--- config.mk ---
export PLATFORM = sky130hd
export DESIGN_NAME = owlarb_queue
export DESIGN_NICKNAME = d
export VERILOG_FILES = /design/src/rtl/owlarb_pkg.sv /design/src/rtl/owlarb_queue.sv
export SDC_FILE = /design/constraint.sdc
export NUM_CORES = 1
export LEC_CHECK = 0
export ABC_AREA = 1
export BUFFER_PORTS_ARGS = -buffer_cell sky130_fd_sc_hd__clkbuf_2
export CELL_PAD_IN_SITES_DETAIL_PLACEMENT = 1
export CELL_PAD_IN_SITES_GLOBAL_PLACEMENT = 1
export CORE_UTILIZATION = 48
export CTS_CLUSTER_SIZE = 14
export DETAILED_ROUTE_END_ITERATION = 10
export GPL_TIMING_DRIVEN = 1
export PLACE_DENSITY = 0.84
export SETUP_SLACK_MARGIN = 0.05
export SLEW_MARGIN = 20
export SYNTH_ARGS = -nofsm -noshare
export SYNTH_HDL_FRONTEND = slang
export SYNTH_SLANG_ARGS = --single-unit
--- constraint.sdc ---
create_clock -name clk_i -period 9.3 [get_ports clk_i]
set_input_delay 0 -clock clk_i [delete_from_list [all_inputs] [get_ports clk_i]]
set_output_delay 0 -clock clk_i [all_outputs]
set_load 0.01 [all_outputs]
--- src/rtl/owlarb_pkg.sv ---
`default_nettype none

package owlarb_pkg;

  localparam int MAX_LOCKS  = 64;
  localparam int NODE_SLOTS = 16;

  localparam int KIND_W    = 1;
  localparam int LOCK_ID_W = 6;
  localparam int NODE_ID_W = 4;
  localparam int STATE_W   = 2;
  localparam int SEQ_W     = 32;
  localparam int NIU_W     = 5;

  localparam logic [NIU_W-1:0] NIU_RESET = NIU_W'(16);

  localparam int ROW_W  = (MAX_LOCKS > 1) ? $clog2(MAX_LOCKS) : 1;
  localparam int LANE_W = (NODE_SLOTS > 1) ? $clog2(NODE_SLOTS) : 1;
  // Candidate lanes for the reduction, padded up to a power of two.
  localparam int CAND_N = 1 << LANE_W;
  localparam int LVL_W  = (LANE_W > 1) ? $clog2(LANE_W) : 1;

  localparam int QDEPTH = 2;
  localparam int QPTR_W = (QDEPTH > 1) ? $clog2(QDEPTH) : 1;
  localparam int QCNT_W = $clog2(QDEPTH + 1);

  localparam logic [STATE_W-1:0] ST_IDLE    = 2'd0;
  localparam logic [STATE_W-1:0] ST_WAITING = 2'd1;
  localparam logic [STATE_W-1:0] ST_LOCKED  = 2'd2;

  localparam logic [KIND_W-1:0] KIND_WRITE = 1'b0;

  typedef enum logic [1:0] {
    OP_NOP   = 2'd0,
    OP_WRITE = 2'd1,
    OP_ARB   = 2'd2
  } op_e;

  typedef struct packed {
    op_e                    op;
    logic [ROW_W-1:0]       row;
    logic [LANE_W-1:0]      lane;
    logic [STATE_W-1:0]     new_state;
    logic [SEQ_W-1:0]       seq;
    logic [NODE_SLOTS-1:0]  span;
  } item_t;

  typedef struct packed {
    logic  valid;
    item_t item;
  } qhead_t;

endpackage

`default_nettype wire

--- src/rtl/owlarb_queue.sv ---
`default_nettype none

module owlarb_queue import owlarb_pkg::*; (
  input  logic   clk_i,
  input  logic   rst_ni,
  input  logic   push_i,
  input  item_t  item_i,
  output logic   full_o,
  input  logic   pop_i,
  output qhead_t head_o
);

  item_t             ent_q [QDEPTH];
  logic [QPTR_W-1:0] wr_ptr_q, wr_ptr_d;
  logic [QPTR_W-1:0] rd_ptr_q, rd_ptr_d;
  logic [QCNT_W-1:0] cnt_q, cnt_d;

  function automatic logic [QPTR_W-1:0] ptr_inc(logic [QPTR_W-1:0] p);
    logic [QPTR_W-1:0] r;
    r = (p == QPTR_W'(QDEPTH - 1)) ? '0 : p + 1'b1;
    return r;
  endfunction

  assign full_o       = cnt_q == QCNT_W'(QDEPTH);
  assign head_o.valid = cnt_q != '0;
  assign head_o.item  = ent_q[rd_ptr_q];

  always_comb begin
    wr_ptr_d = push_i ? ptr_inc(wr_ptr_q) : wr_ptr_q;
    rd_ptr_d = pop_i ? ptr_inc(rd_ptr_q) : rd_ptr_q;
    cnt_d    = cnt_q;
    if (push_i && !pop_i) begin
      cnt_d = cnt_q + 1'b1;
    end else if (pop_i && !push_i) begin
      cnt_d = cnt_q - 1'b1;
    end
  end

  always_ff @(posedge clk_i or negedge rst_ni) begin
    if (!rst_ni) begin
      wr_ptr_q <= '0;
      rd_ptr_q <= '0;
      cnt_q    <= '0;
    end else begin
      wr_ptr_q <= wr_ptr_d;
      rd_ptr_q <= rd_ptr_d;
      cnt_q    <= cnt_d;
    end
  end

  always_ff @(posedge clk_i) begin
    if (push_i) begin
      ent_q[wr_ptr_q] <= item_i;
    end
  end

endmodule

`default_nettype wire

==> run metrics <==
Synth top area share=74.8%; Max Clk Rate=468 MHz; Boundary Pins=130; Mapped Avg Cell Area=22.8 um^2; #FFs+latches synth=128; CTS sink count=128; gpl congestion=0.697; hold endpoint=ent_q[0][55]; Vias=2764; HP Start=item_i[55]; DRC violations left=0; H-tree levels=4; row count=36; Worst Path Arrival=2140 ps; Synth Warn #=0; EDFF count, synth=124; starting density of the core=50.3%; Lkg Pwr=2.92 nW; Fin. Hold Viols=0; Hold Path Class=input port to register; cell area after synthesis=0.00498 mm^2; Hold Crit Depth=2; first-pass iteration count of the detailed router=4; count of final setup violators=0; period utilization=23.0%; GRT overflow=0; setup TNS=0 ps; compound-cell area share of the yosys netlist=0%; XOR/XNOR Fraction of Synth Area=0.528%; top-count cell post-synth=edfxtp_1; Slowest-stage cell, CP=dfrtp_4; Fill cells=844; area grow syn2layout=40.9%; CP peak stage delay=730 ps; fraction of synthesized area in multiplexers=18.5%; top cells by area, synth=edfxtp_1 (75%), mux2_4 (18%), buf_12 (2.4%), dfrtp_1 (2.0%), mux2_2 (0.68%); vias per cell=4.82; initial antenna violation count=0; CP endpoint kind=output pin; CTS clk-pin slew, worst paths=60 ps; status=complete, no violations; Crit path required time=9300 ps; peak supply drop=0.240 mV; die width=104 um; power consumption=2.17 mW; Routed Antenna Nets=0; DP Area=0.00569 mm^2; adder-cell share of the synthesized area=0.251%; port bufs=129; Critical R2R Launch=wr_ptr_q; layout cells sized above 1=51.0%; vias in the first global route=3093; clock latency on the worst-skew pair=520 ps; total CTS buffers=17; RSZ-0062 raised after global routing=false; Die ar.=0.0108 mm^2; Yosys cell types=14; syn_nets=285; routed wire length=11600 um; DP Wirelength=6090 um; core area=0.00991 mm^2; Post-Synth Simple-Gate Area=0.829%; Final Util=70.8%; largest family of logic cells by synthesized area=multiplexers; Slew @ Worst Pin=662 ps; max-slew violations=0; area leader, netlist=edfxtp_1; GRT Total Usage=21.8%; crit-path cells=buf_16, mux2_2, clkbuf_2; Max clock buf depth=2; Commonest cells post-synth=edfxtp_1 (124), mux2_4 (59), inv_1 (7); largest net degree at the start of global routing=64; top_reg_cell synth=edfxtp_1; R2R depth=2; Post-CTS Repair Setup Buffers=0; clk_skew=8.73 ps; ys async rst share=3.13%; first-pass GRT wire length=17200 um; Crit Path Max Fanout=41; fin nets=495; Period minus WS final=2140 ps; r2r setup slk=7310 ps; DR WL/cell=20.1 um; Cells after Synth=218; MaxCap Viol Count=0; CP Class=register to output pin; Root Buffer=clkbuf_8; starting DRC count in detailed routing=118; RR Endpoint=ent_q[0][4]; worst relative slew slack=55.8%; ANT cells=0; TritonCTS clock tree=built; Post-Layout Inst Area=0.00702 mm^2; power density cells=309 mW/mm^2; Die Height=104 um; Seq/Total Area, Yosys=76.8%; startpoint types=register
-- how the worst max path moves through the flow --
stage,end,startpoint,slack [ps],depth (start not counted)
finish,head_o[42],rd_ptr_q,7160,3
detailed placement,ent_q[0][11],wr_ptr_q,7290,2
global placement,ent_q[0][33],wr_ptr_q,7370,2
CTS,head_o[42],rd_ptr_q,6970,2
global route,head_o[42],rd_ptr_q,7090,3
floorplan,ent_q[0][0],wr_ptr_q,5810,1
-- metal layers --
layer  global-route usage [%]  up-vias  wire, um  part of all wire [%]
li1                         -     1271         -                     -
met1                     22.6     1390      4160                    36
met2                     42.3       87      6750                    58
met3                     5.45       16       461                   4.0
met4                     7.55        0       184                   1.6
met5                        0        -         0                     0
-- timing repair --
item,4_1_cts,5_1_grt
hold buffers,66,0
gates resized for setup,0,0
hold endpoints to repair,131,0
-- layout make-up --
type,instances,area [um^2],share of cell area [%]
clock inverter,11,213,3.03
sequential,128,3830,54.5
clock buffer,21,429,6.12
inverter,7,26.3,0.374
tap,133,166,2.37
timing repair buffer,198,1350,19.2
multi-input combinational,76,1010,14.4
-- critical path, delay by kind of cell (launching register included) --
family	cells	cell delay (ps)
multiplexers	1	380
flip-flops	1	730
buffers and inverters	2	460
-- logic make-up (layout without fill, tap and decap cells) --
family,after synthesis,in the layout
flip-flops,128,128
adder cells (fa/ha/maj),1,1
AND/OR/NAND/NOR,10,10
XOR/XNOR,3,3
multiplexers,62,62
buffers and inverters,14,237
-- sequential cells by signal (all words and copies together), names as in the netlist --
name / flops
cnt_q: 2
ent_q: 124
rd_ptr_q: 1
wr_ptr_q: 1
-- layout by cell type, fill, tap and decap left out --
cell type / count
buf_16: 1
buf_4: 2
bufinv_16: 6
clkbuf_1: 4
clkbuf_16: 16
clkbuf_2: 129
clkbuf_8: 1
clkinv_2: 2
clkinvlp_4: 3
dfrtp_1: 3
dfrtp_4: 1
dlygate4sd3_1: 66
edfxtp_1: 124
ha_1: 1
inv_1: 6
inv_2: 1
mux2_2: 3
mux2_4: 59
nand2_1: 6
nand3_1: 1
nand4_1: 1
nor2_1: 1
nor2_4: 1
xnor2_1: 1
xor2_1: 2
-- report_power, final --
part	switching (mW)	internal, mW	leakage, nW
Sequential	0.0660	0.769	1.21
Combinational	0.286	0.314	1.41
Clock	0.244	0.489	0.302
Total	0.596	1.57	2.92
-- stage by stage --
step	hold WS (ps)	cells	worst slack, ps
floorplan	-296	218	5810
global route	207	574	7090
finish	217	574	7160
global placement	-186	475	7370
detailed placement	-186	475	7290
CTS	208	573	6970
(Power assumes the default switching activity.)
