--- config.mk ---
export PLATFORM = sky130hd
export DESIGN_NAME = owlarb_front
export DESIGN_NICKNAME = d
export VERILOG_FILES = /design/src/rtl/owlarb_pkg.sv /design/src/rtl/owlarb_front.sv
export SDC_FILE = /design/constraint.sdc
export NUM_CORES = 1
export LEC_CHECK = 0
export BUFFER_PORTS_ARGS = -buffer_cell sky130_fd_sc_hd__buf_2
export CELL_PAD_IN_SITES_DETAIL_PLACEMENT = 1
export CELL_PAD_IN_SITES_GLOBAL_PLACEMENT = 1
export CORE_AREA = 8 8 77 79
export CTS_CLUSTER_DIAMETER = 40
export DETAILED_ROUTE_END_ITERATION = 8
export DIE_AREA = 0 0 85 87
export GPL_TIMING_DRIVEN = 1
export PLACE_DENSITY_LB_ADDON = 0.1
export SETUP_SLACK_MARGIN = 0.05
export SLEW_MARGIN = 20
export SYNTH_ARGS = -nofsm -noshare
export SYNTH_HDL_FRONTEND = slang
export SYNTH_SLANG_ARGS = --single-unit
--- constraint.sdc ---
create_clock -name clk_i -period 1.15 [get_ports clk_i]
set_input_delay 0 -clock clk_i [delete_from_list [all_inputs] [get_ports clk_i]]
set_output_delay 0 -clock clk_i [all_outputs]
set_load 0.01 [all_outputs]
--- src/rtl/owlarb_pkg.sv ---
`default_nettype none

package owlarb_pkg;

  localparam int MAX_LOCKS  = 64;
  localparam int NODE_SLOTS = 16;

  localparam int KIND_W    = 1;
  localparam int LOCK_ID_W = 6;
  localparam int NODE_ID_W = 4;
  localparam int STATE_W   = 2;
  localparam int SEQ_W     = 32;
  localparam int NIU_W     = 5;

  localparam logic [NIU_W-1:0] NIU_RESET = NIU_W'(16);

  localparam int ROW_W  = (MAX_LOCKS > 1) ? $clog2(MAX_LOCKS) : 1;
  localparam int LANE_W = (NODE_SLOTS > 1) ? $clog2(NODE_SLOTS) : 1;
  // Candidate lanes for the reduction, padded up to a power of two.
  localparam int CAND_N = 1 << LANE_W;
  localparam int LVL_W  = (LANE_W > 1) ? $clog2(LANE_W) : 1;

  localparam int QDEPTH = 2;
  localparam int QPTR_W = (QDEPTH > 1) ? $clog2(QDEPTH) : 1;
  localparam int QCNT_W = $clog2(QDEPTH + 1);

  localparam logic [STATE_W-1:0] ST_IDLE    = 2'd0;
  localparam logic [STATE_W-1:0] ST_WAITING = 2'd1;
  localparam logic [STATE_W-1:0] ST_LOCKED  = 2'd2;

  localparam logic [KIND_W-1:0] KIND_WRITE = 1'b0;

  typedef enum logic [1:0] {
    OP_NOP   = 2'd0,
    OP_WRITE = 2'd1,
    OP_ARB   = 2'd2
  } op_e;

  typedef struct packed {
    op_e                    op;
    logic [ROW_W-1:0]       row;
    logic [LANE_W-1:0]      lane;
    logic [STATE_W-1:0]     new_state;
    logic [SEQ_W-1:0]       seq;
    logic [NODE_SLOTS-1:0]  span;
  } item_t;

  typedef struct packed {
    logic  valid;
    item_t item;
  } qhead_t;

endpackage

`default_nettype wire

--- src/rtl/owlarb_front.sv ---
`default_nettype none

module owlarb_front import owlarb_pkg::*; (
  input  logic                 clk_i,
  input  logic                 rst_ni,
  input  logic                 in_valid_i,
  output logic                 in_stall_o,
  input  logic [KIND_W-1:0]    kind_i,
  input  logic [LOCK_ID_W-1:0] lock_id_i,
  input  logic [NODE_ID_W-1:0] node_id_i,
  input  logic [STATE_W-1:0]   new_state_i,
  input  logic [SEQ_W-1:0]     seq_i,
  input  logic                 cfg_valid_i,
  output logic                 cfg_ready_o,
  input  logic [NIU_W-1:0]     cfg_nodes_in_use_i,
  input  logic                 q_full_i,
  output logic                 push_o,
  output item_t                item_o
);

  logic [NIU_W-1:0] niu_q, niu_d;
  logic             lock_ok;
  logic             node_ok;

  assign cfg_ready_o = 1'b1;

  always_comb begin
    niu_d = niu_q;
    if (cfg_valid_i) begin
      niu_d = cfg_nodes_in_use_i;
    end
  end

  always_ff @(posedge clk_i or negedge rst_ni) begin
    if (!rst_ni) begin
      niu_q <= NIU_RESET;
    end else begin
      niu_q <= niu_d;
    end
  end

  assign lock_ok = 32'(lock_id_i) < 32'(MAX_LOCKS);
  assign node_ok = 32'(node_id_i) < 32'(NODE_SLOTS);

  always_comb begin
    item_o.row       = ROW_W'(lock_id_i);
    item_o.lane      = LANE_W'(node_id_i);
    item_o.new_state = new_state_i;
    item_o.seq       = seq_i;
    // Lanes past the configured node count are masked out; a count above
    // the table width saturates naturally since no lane lies beyond it.
    for (int i = 0; i < NODE_SLOTS; i++) begin
      item_o.span[i] = 32'(i) < 32'(niu_q);
    end
    if (kind_i == KIND_WRITE) begin
      item_o.op = (lock_ok && node_ok) ? OP_WRITE : OP_NOP;
    end else begin
      item_o.op = lock_ok ? OP_ARB : OP_NOP;
    end
  end

  assign in_stall_o = q_full_i;
  assign push_o     = in_valid_i && !q_full_i;

endmodule

`default_nettype wire

==> flow_summary.ini, run 1 <==
[timing]
final.period_utilization_pct = 106
setup-tns-final_ns = -0.511
rsz0062_at_grt = yes
fmax_mhz = 818
finalWorstSetupSlack_ns = -0.0729
finalSetupViolations = 10
hold_violations = 0
worst_clock_skew_ns = 0
whs_ns = 0.00000327
report.final.slew_viol_count = 0
finalCriticalPeriod_ns = 1.22

[power]
swShare_pct = 31.8
vdd_ir_drop_max_mv = 0.416
sequentialPowerShare_pct = 28.1
combPwrFrac_pct = 35.3
p_switching_uw = 284
p_per_area_nw_per_um2 = 1200
intPower_uw = 611
clkPwrFrac_pct = 36.6
p_leak_nw = 0.332

[yosys]
synth_area_um2 = 736
synth_top_area_share_pct = 49.0
synth.distinct_cells = 23
synth_area_leaders = buf_4, dfrtp_1, mux2_2, nand2_1, dfstp_2
synthCells = 91
ys_ff_latch = 5
yosysWarnings = 0
synth_nets = 146
avgSynthCellArea_um2 = 8.08
seq_area_frac_synth_pct = 17.2
yosys.area.top_type = buf_4

[drt]
via_count = 495
dr.first_iter.drc_count = 4
wirelength_um = 1800
drc = 0
routedWlPerCell_um = 13.1
dr.pass1.iters = 3
vias_per_cell = 3.61
ant_nets = 0

[clocking]
worst_skew_pair.late_latency_ns = 0.22
htreeDepth = 1
tritoncts = built
clk_path_buf_depth = 2
clkTransAtPathRegs_ns = 0.04
cts_buffers = 3
cts.sinks = 5
cts-root-buf = clkbuf_8

[global_route]
grt_max_degree = 12
antenna_found_initial = 0
grt_pass1_vias = 565
grt_pass1_wl_um = 2840
gr-total-overflow = 0
grtUsageTotal_pct = 4.97

[place]
dpl_cell_area_um2 = 568
portBuffers = 30
pre_cts_slack_ns = 0.106
place_congestion = 0.609
dp_hpwl_um = 1450

[die]
initial_utilization_pct = 15.2
row_count = 26
dieArea_um2 = 7400
core_area_um2 = 4850
ios = 120
die_w_um = 85
die_y_um = 87

[worst_setup_path]
critPathLaunchType = flip-flop
setup.worst_path.end_class = output port
path_buf_inv = 2
crit_chain = buf_4, nor3_4, nand2_1, buf_2
crit_family = flip-flops
max_stage_delay_ns = 0.62
path_class = reg2out
required_ns = 1.15
crit_arrival_ns = 1.22
critPathMaxFanout = 6
cpMaxStageDelayCell = dfstp_2

[status]
violations = setup timing
status = complete, but fails checks

[cells_and_area]
stdcell_area_um2 = 747
largest_reg_flops = 5
diodes = 0
largest_register = niu_q
reg.largest.list = niu_q (5)
nets = 137
syn_to_final_growth_pct = 1.53
layout-drive-gt1-share_pct = 67.9

[run]
drv_cap = 0

[hold_path]
hold_class = in2out
==> cell families (layout without fill, tap and decap cells) <==
group           count (synthesis)  count (layout)  synth area share [%]
other cells                     1               1                 0.510
mux                             5               5                  7.65
buf+inv                        54              44                  54.3
flops                           5               5                  17.2
simple gates                   19              19                  13.1
compound gates                  7               7                  7.31
==> power groups by stage <==
stage          sequential (mW)  combinational, mW  clock [mW]
2_1_floorplan            0.216              0.334           0
3_5_place_dp             0.252              0.233           0
3_3_place_gp             0.250              0.234           0
5_1_grt                  0.260              0.350       0.353
6_report                 0.252              0.315       0.328
4_1_cts                  0.252              0.298       0.339
==> worst paths after layout <==
kind	start	cells past startpoint	end	slack, ns
setup reg to reg	niu_q[4]	2	niu_q[4]	0.20
max in group asynchronous	rst_ni	2	niu_q[4]	0.80
hold reg to reg	niu_q[0]	1	niu_q[0]	0.64
setup / recovery	niu_q[4]	4	item_o[2]	-0.07
hold / removal	seq_i[15]	0	item_o[31]	0.000003
min in group asynchronous	rst_ni	2	niu_q[0]	0.13
==> synth_stat cells <==
cell and n:
nand2b_1 2, o21ai_1 1, o21ai_0 1, conb_1 1
nand2_1 8, o21bai_1 1, buf_4 48, nor2b_1 1
inv_1 3, mux2_2 3, nor3_2 1, a31o_2 1
buf_6 2, dfrtp_1 4, nand2_2 1, a21oi_2 2
buf_2 1, a41o_1 1, dfstp_2 1, mux2_1 2
nor2_1 4, nor2_4 1, nand3_1 1
==> metrics by stage <==
step                      std cells  utilization (%)  power, mW
after floorplan                  91                -      0.550
after global placement          126             11.7      0.484
after detailed placement        126             11.7      0.485
after CTS                       134             14.6      0.889
after global routing            137             15.4      0.963
final                           137             15.4      0.895
==> layout by cell type (no fill, tap or decap), types with 2 or more instances in the layout <==
cell type       n
buf_2          25
nand2_1         8
buf_6           5
mux2_2          3
clkbuf_8        3
dlygate4sd3_1   3
dfrtp_2         3
buf_4           3
nor2_2          2
nor2_1          2
inv_1           2
a21oi_2         2
nand2b_4        2
mux2_1          2
==> cell type report <==
cell class / instances / area (um^2)
Fill cell: 574 / 4100
Multi-Input combinational cell: 32 / 236
Inverter: 3 / 11.3
Clock buffer: 4 / 45.0
Timing Repair Buffer: 37 / 254
Sequential cell: 5 / 130
Tap cell: 56 / 70.1
==> per-layer routing <==
layer | GRT usage (%) | routed length, um | vias to the layer above
li1 | - | - | 213
met1 | 4.11 | 600 | 219
met2 | 8.03 | 820 | 42
met3 | 3.21 | 271 | 21
met4 | 4.69 | 109 | 0
met5 | 0 | 0 | -
==> timing repair <==
item                                    in CTS  in global routing
resized for setup                           11                  4
buffers inserted                             1                  3
endpoints found under the setup margin      15                 16
pin swaps                                    5                  2
endpoints found under the hold margin        7                  0
hold buffers                                 3                  0
(Power assumes the default switching activity.)
==> inputs of run 2 (changes only) <==
Settings changed: CORE_AREA 8 8 77 79 to 8 8 82 84, CTS_BUF_LIST from default to sky130_fd_sc_hd__clkbuf_16, DIE_AREA 0 0 85 87 to 0 0 90 92.
Clock period 1.15 ns to 1.1 ns, I/O delays scaled along.
==> flow_summary.ini, run 2 (synthesized netlist as in run 1, its figures left out) <==
[die]
ios = 120
die_w_um = 90
core_area_um2 = 5410
row_count = 27
initial_utilization_pct = 13.6
dieArea_um2 = 8280
die_y_um = 92

[worst_setup_path]
crit_chain = buf_6, a41o_1, buf_2
crit_family = flip-flops
setup.worst_path.end_class = output port
regToRegSetupSlack_ns = 0.06
cp.depth = 3
required_ns = 1.10
path_class = reg2out
cpMaxStageDelayCell = dfstp_2
max_stage_delay_ns = 0.61
r2r-start = niu_q[4]
path_buf_inv = 2
crit_arrival_ns = 1.21
crit_start = niu_q[4]
endpoint = item_o[14]
critPathMaxFanout = 7
critPathLaunchType = flip-flop
r2r_end = niu_q[4]
r2r_cells = 3

[cells_and_area]
reg.largest.list = niu_q (5)
nets = 134
mostFrequentLayoutCells = buf_2, nand2_1, buf_6
layout-drive-gt1-share_pct = 62.8
largest_reg_flops = 5
syn_to_final_growth_pct = 0.510
diodes = 0
finalNonFillerCells = 150
largest_register = niu_q
stdcell_area_um2 = 739
layout_commonest_cell = buf_2
fillCellCount = 663

[global_route]
grt_pass1_wl_um = 2830
antenna_found_initial = 0
grt_max_degree = 12
grt_pass1_vias = 581
grtUsageTotal_pct = 4.23
gr-total-overflow = 0

[hold_path]
hold_class = in2out

[power]
combPwrFrac_pct = 25.3
vdd_ir_drop_max_mv = 0.665
p_leak_nw = 0.323
intPower_uw = 827
swShare_pct = 27.1
p_switching_uw = 308
clkPwrFrac_pct = 51.6
sequentialPowerShare_pct = 23.1
p_per_area_nw_per_um2 = 1540

[clocking]
htreeDepth = 1
clk_path_buf_depth = 2
cts-root-buf = clkbuf_16
worst_skew_pair.late_latency_ns = 0.22
clkTransAtPathRegs_ns = 0.03
cts_buffers = 3
cts.sinks = 5
tritoncts = built

[place]
place_congestion = 0.644
dp_hpwl_um = 1460
numPlacedInstances = 143
dpl_cell_area_um2 = 596
portBuffers = 30

[timing]
finalCriticalPeriod_ns = 1.21
final.period_utilization_pct = 110
report.final.slew_viol_count = 0
fmax_mhz = 829
finalWorstSetupSlack_ns = -0.106
finalSetupViolations = 16
whs_ns = 0.00000391
hold_violations = 0
worst_clock_skew_ns = 0
rsz0062_at_grt = yes

[run]
drv_cap = 0

[drt]
dr.pass1.iters = 2
via_count = 493
dr.first_iter.drc_count = 4
drc = 0
wirelength_um = 1870
ant_nets = 0
routedWlPerCell_um = 12.5
vias_per_cell = 3.29

[status]
violations = setup timing
status = complete, but fails checks
## run 2: worst min-delay path by stage
stage	cells after the start	slack [ns]	end	start
6_report	0	0.000004	item_o[47]	seq_i[31]
5_1_grt	0	0.00001	item_o[29]	seq_i[13]
4_1_cts	0	0.00007	item_o[21]	seq_i[5]
3_5_place_dp	1	-0.17	niu_q[3]	rst_ni
3_3_place_gp	1	-0.17	niu_q[3]	rst_ni
2_1_floorplan	0	-0.30	niu_q[0]	rst_ni
## run 2: final cells by class
| cell class | instances | area (um^2) | area share, % |
|---|---|---|---|
| clock inverters | 1 | 3.75 | 0.508 |
| clock buffers | 3 | 75.1 | 10.2 |
| flip-flops and latches | 5 | 130 | 17.6 |
| well taps | 72 | 90.1 | 12.2 |
| repair buffers | 34 | 211 | 28.6 |
| multi-input cells | 32 | 218 | 29.4 |
| inverters | 3 | 11.3 | 1.52 |
## run 2: what timing repair did
action | 4_1_cts | 5_1_grt
hold endpoints to repair | 6 | 0
gates resized for setup | 8 | 1
cloned | 0 | 0
hold buffers | 2 | 0
setup buffers | 0 | 1
endpoints found under the setup margin | 16 | 16
pin swaps | 1 | 3
## run 2: power groups by stage
stage	Sequential (mW)	Combinational (mW)	Clock, mW
2_1_floorplan	0.226	0.349	0
3_3_place_gp	0.260	0.256	0
3_5_place_dp	0.262	0.255	0
4_1_cts	0.263	0.290	0.595
5_1_grt	0.269	0.317	0.607
6_report	0.262	0.287	0.586
## run 2: metrics by stage
step	setup TNS (ns)	setup slack (ns)	util (%)	total power [mW]
after floorplan	0	0.232	-	0.575
after global placement	0	0.0944	11.0	0.516
after detailed placement	0	0.0844	11.0	0.517
after CTS	-1.08	-0.132	13.5	1.15
after global routing	-1.63	-0.144	13.7	1.19
final	-0.886	-0.106	13.7	1.14
## run 2: metal layers
metal  GRT usage (%)  up-vias  routed length [um]
met1            3.74      235                 707
met5               0        -                   0
met2            6.99       25                 863
li1                -      209                   -
met3            2.04       24                 221
met4            4.16        0                  78
==> inputs of run 3 (changes only) <==
Settings changed: ABC_AREA from default to 1.
==> flow_summary.ini, run 3 <==
[drt]
via_count = 483
dr.pass1.iters = 4
vias_per_cell = 3.04
ant_nets = 0
drc = 0
wirelength_um = 2000
routedWlPerCell_um = 12.6
dr.first_iter.drc_count = 19

[worst_setup_path]
crit_arrival_ns = 1.21
setup.worst_path.end_class = output port
critPathLaunchType = flip-flop
required_ns = 1.10
critPathMaxFanout = 7
path_class = reg2out

[yosys]
synthCells = 99
ys_ff_latch = 5
synth.distinct_cells = 15
synth_nets = 154
yosys.area.top_type = buf_4
yosysWarnings = 0
synth.most_common_cell = buf_4
seq_area_frac_synth_pct = 18.3
synth_area_leaders = buf_4, dfrtp_1, nand2_1, o21ai_0, dfstp_2
synth_top_family_by_area = buffers and inverters
synthArstFlopShare_pct = 100
yosys-top-cells-count = buf_4, nand2_1, o21ai_0
synth_mux_area_share_pct = 0
yosys.area_share.simple_pct = 14.1
synth_flop_cell = dfrtp_1
avgSynthCellArea_um2 = 6.98
synthAdderAreaFrac_pct = 0
synth_compound_area_share_pct = 9.24
synth_area_um2 = 691
synth-edff-count = 0
synth_xor_xnor_area_share_pct = 0
synth_top_area_share_pct = 52.2

[timing]
final.period_utilization_pct = 110
report.final.slew_viol_count = 0
fmax_mhz = 823
rsz0062_at_grt = yes
whs_ns = 0.00000392
hold_violations = 0
finalSetupViolations = 11
finalWorstSetupSlack_ns = -0.115
worst_clock_skew_ns = 0
setup-tns-final_ns = -0.502
finalCriticalPeriod_ns = 1.21

[cells_and_area]
regArea_um2 = 129
diodes = 0
reg.largest.list = niu_q (5)
finalNonFillerCells = 159
largest_reg_flops = 5
mostFrequentLayoutCells = buf_2, nand2_1, o21ai_0
layout_commonest_cell = buf_2
fillCellCount = 672
largest_register = niu_q
syn_to_final_growth_pct = -0.181
nets = 143
multi_input_area_um2 = 170
layout-drive-gt1-share_pct = 50.6

[clocking]
cts.sinks = 5
cts-root-buf = clkbuf_16
clk_path_buf_depth = 2
tritoncts = built
htreeDepth = 1
clkTransAtPathRegs_ns = 0.03
post-cts-setup-buffers = 0
cts_buffers = 3
worst_skew_pair.late_latency_ns = 0.22

[global_route]
grt_pass1_vias = 603
grtUsageTotal_pct = 4.93
gr-total-overflow = 0
grt_max_degree = 11
antenna_found_initial = 0
grt_pass1_wl_um = 3330

[place]
place_congestion = 0.618
portBuffers = 30
numPlacedInstances = 153
dp_hpwl_um = 1720

[power]
fin_total_pwr_mw = 1.08
vdd_ir_drop_max_mv = 0.457
p_per_area_nw_per_um2 = 1570
p_leak_nw = 0.330

[die]
core_area_um2 = 5410
die_y_um = 92
initial_utilization_pct = 12.8
die_w_um = 90
row_count = 27
dieArea_um2 = 8280
ios = 120

[hold_path]
hold_class = in2out

[status]
status = complete, but fails checks
violations = setup timing

[run]
drv_cap = 0
run 3: cells by family after synthesis:
logic type	count (synthesis)
other	1
AND/OR/NAND/NOR	23
buffers and inverters	58
AO/OA/AOI/OAI	12
flip-flops	5
run 3: metal layers:
layer	wire (um)	GRT usage, %	part of all wire (%)	vias up
met1	920	5.92	46	191
met2	689	6.38	35	47
met5	0	0	0	-
met4	58	3.19	2.9	0
met3	329	3.02	16	16
li1	-	-	-	229
run 3: cell type report:
class / count / share of cell area (%)
inverters: 9 / 4.90
flip-flops and latches: 5 / 18.7
clock buffers: 3 / 10.9
clock inverters: 1 / 0.544
repair buffers: 33 / 27.2
multi-input cells: 36 / 24.7
well taps: 72 / 13.1
run 3: where the power goes:
group | switching (mW) | leakage, nW | internal [mW]
logic | 0.160 | 0.231 | 0.111
registers | 0.0236 | 0.0568 | 0.206
clock network | 0.113 | 0.0423 | 0.470
run 3: worst paths after layout:
kind | start | endpoint | slack [ns] | depth (start not counted)
worst max-delay path | niu_q[4] | item_o[10] | -0.11 | 5
worst min-delay path | seq_i[26] | item_o[42] | 0.000004 | 0
worst max register to register | niu_q[4] | niu_q[4] | 0.23 | 2
worst min register to register | niu_q[4] | niu_q[4] | 0.58 | 2
max in group asynchronous | rst_ni | niu_q[4] | 0.77 | 2
min in group asynchronous | rst_ni | niu_q[0] | 0.12 | 2
run 3: worst max-delay path, stage by stage (launching register included):
cell,delay [ns]
dfstp_2,0.57
inv_2,0.08
nand3_1,0.07
nor2_1,0.05
nor2_1,0.09
buf_2,0.14
run 3: per-stage QoR:
stage	utilization, %	cell area (um^2)	worst slack, ns
CTS	12.6	679	-0.129
finish	12.8	689	-0.115
global route	12.8	689	-0.208
global placement	10.6	573	0.0626
detailed placement	10.6	573	0.0616
floorplan	-	691	0.180
run 3: what timing repair did:
action / 4_1_cts / 5_1_grt
pin swaps: 2 / 3
hold buffers: 2 / 0
setup endpoints to repair: 15 / 15
endpoints found under the hold margin: 6 / 0
resized for setup: 7 / 3
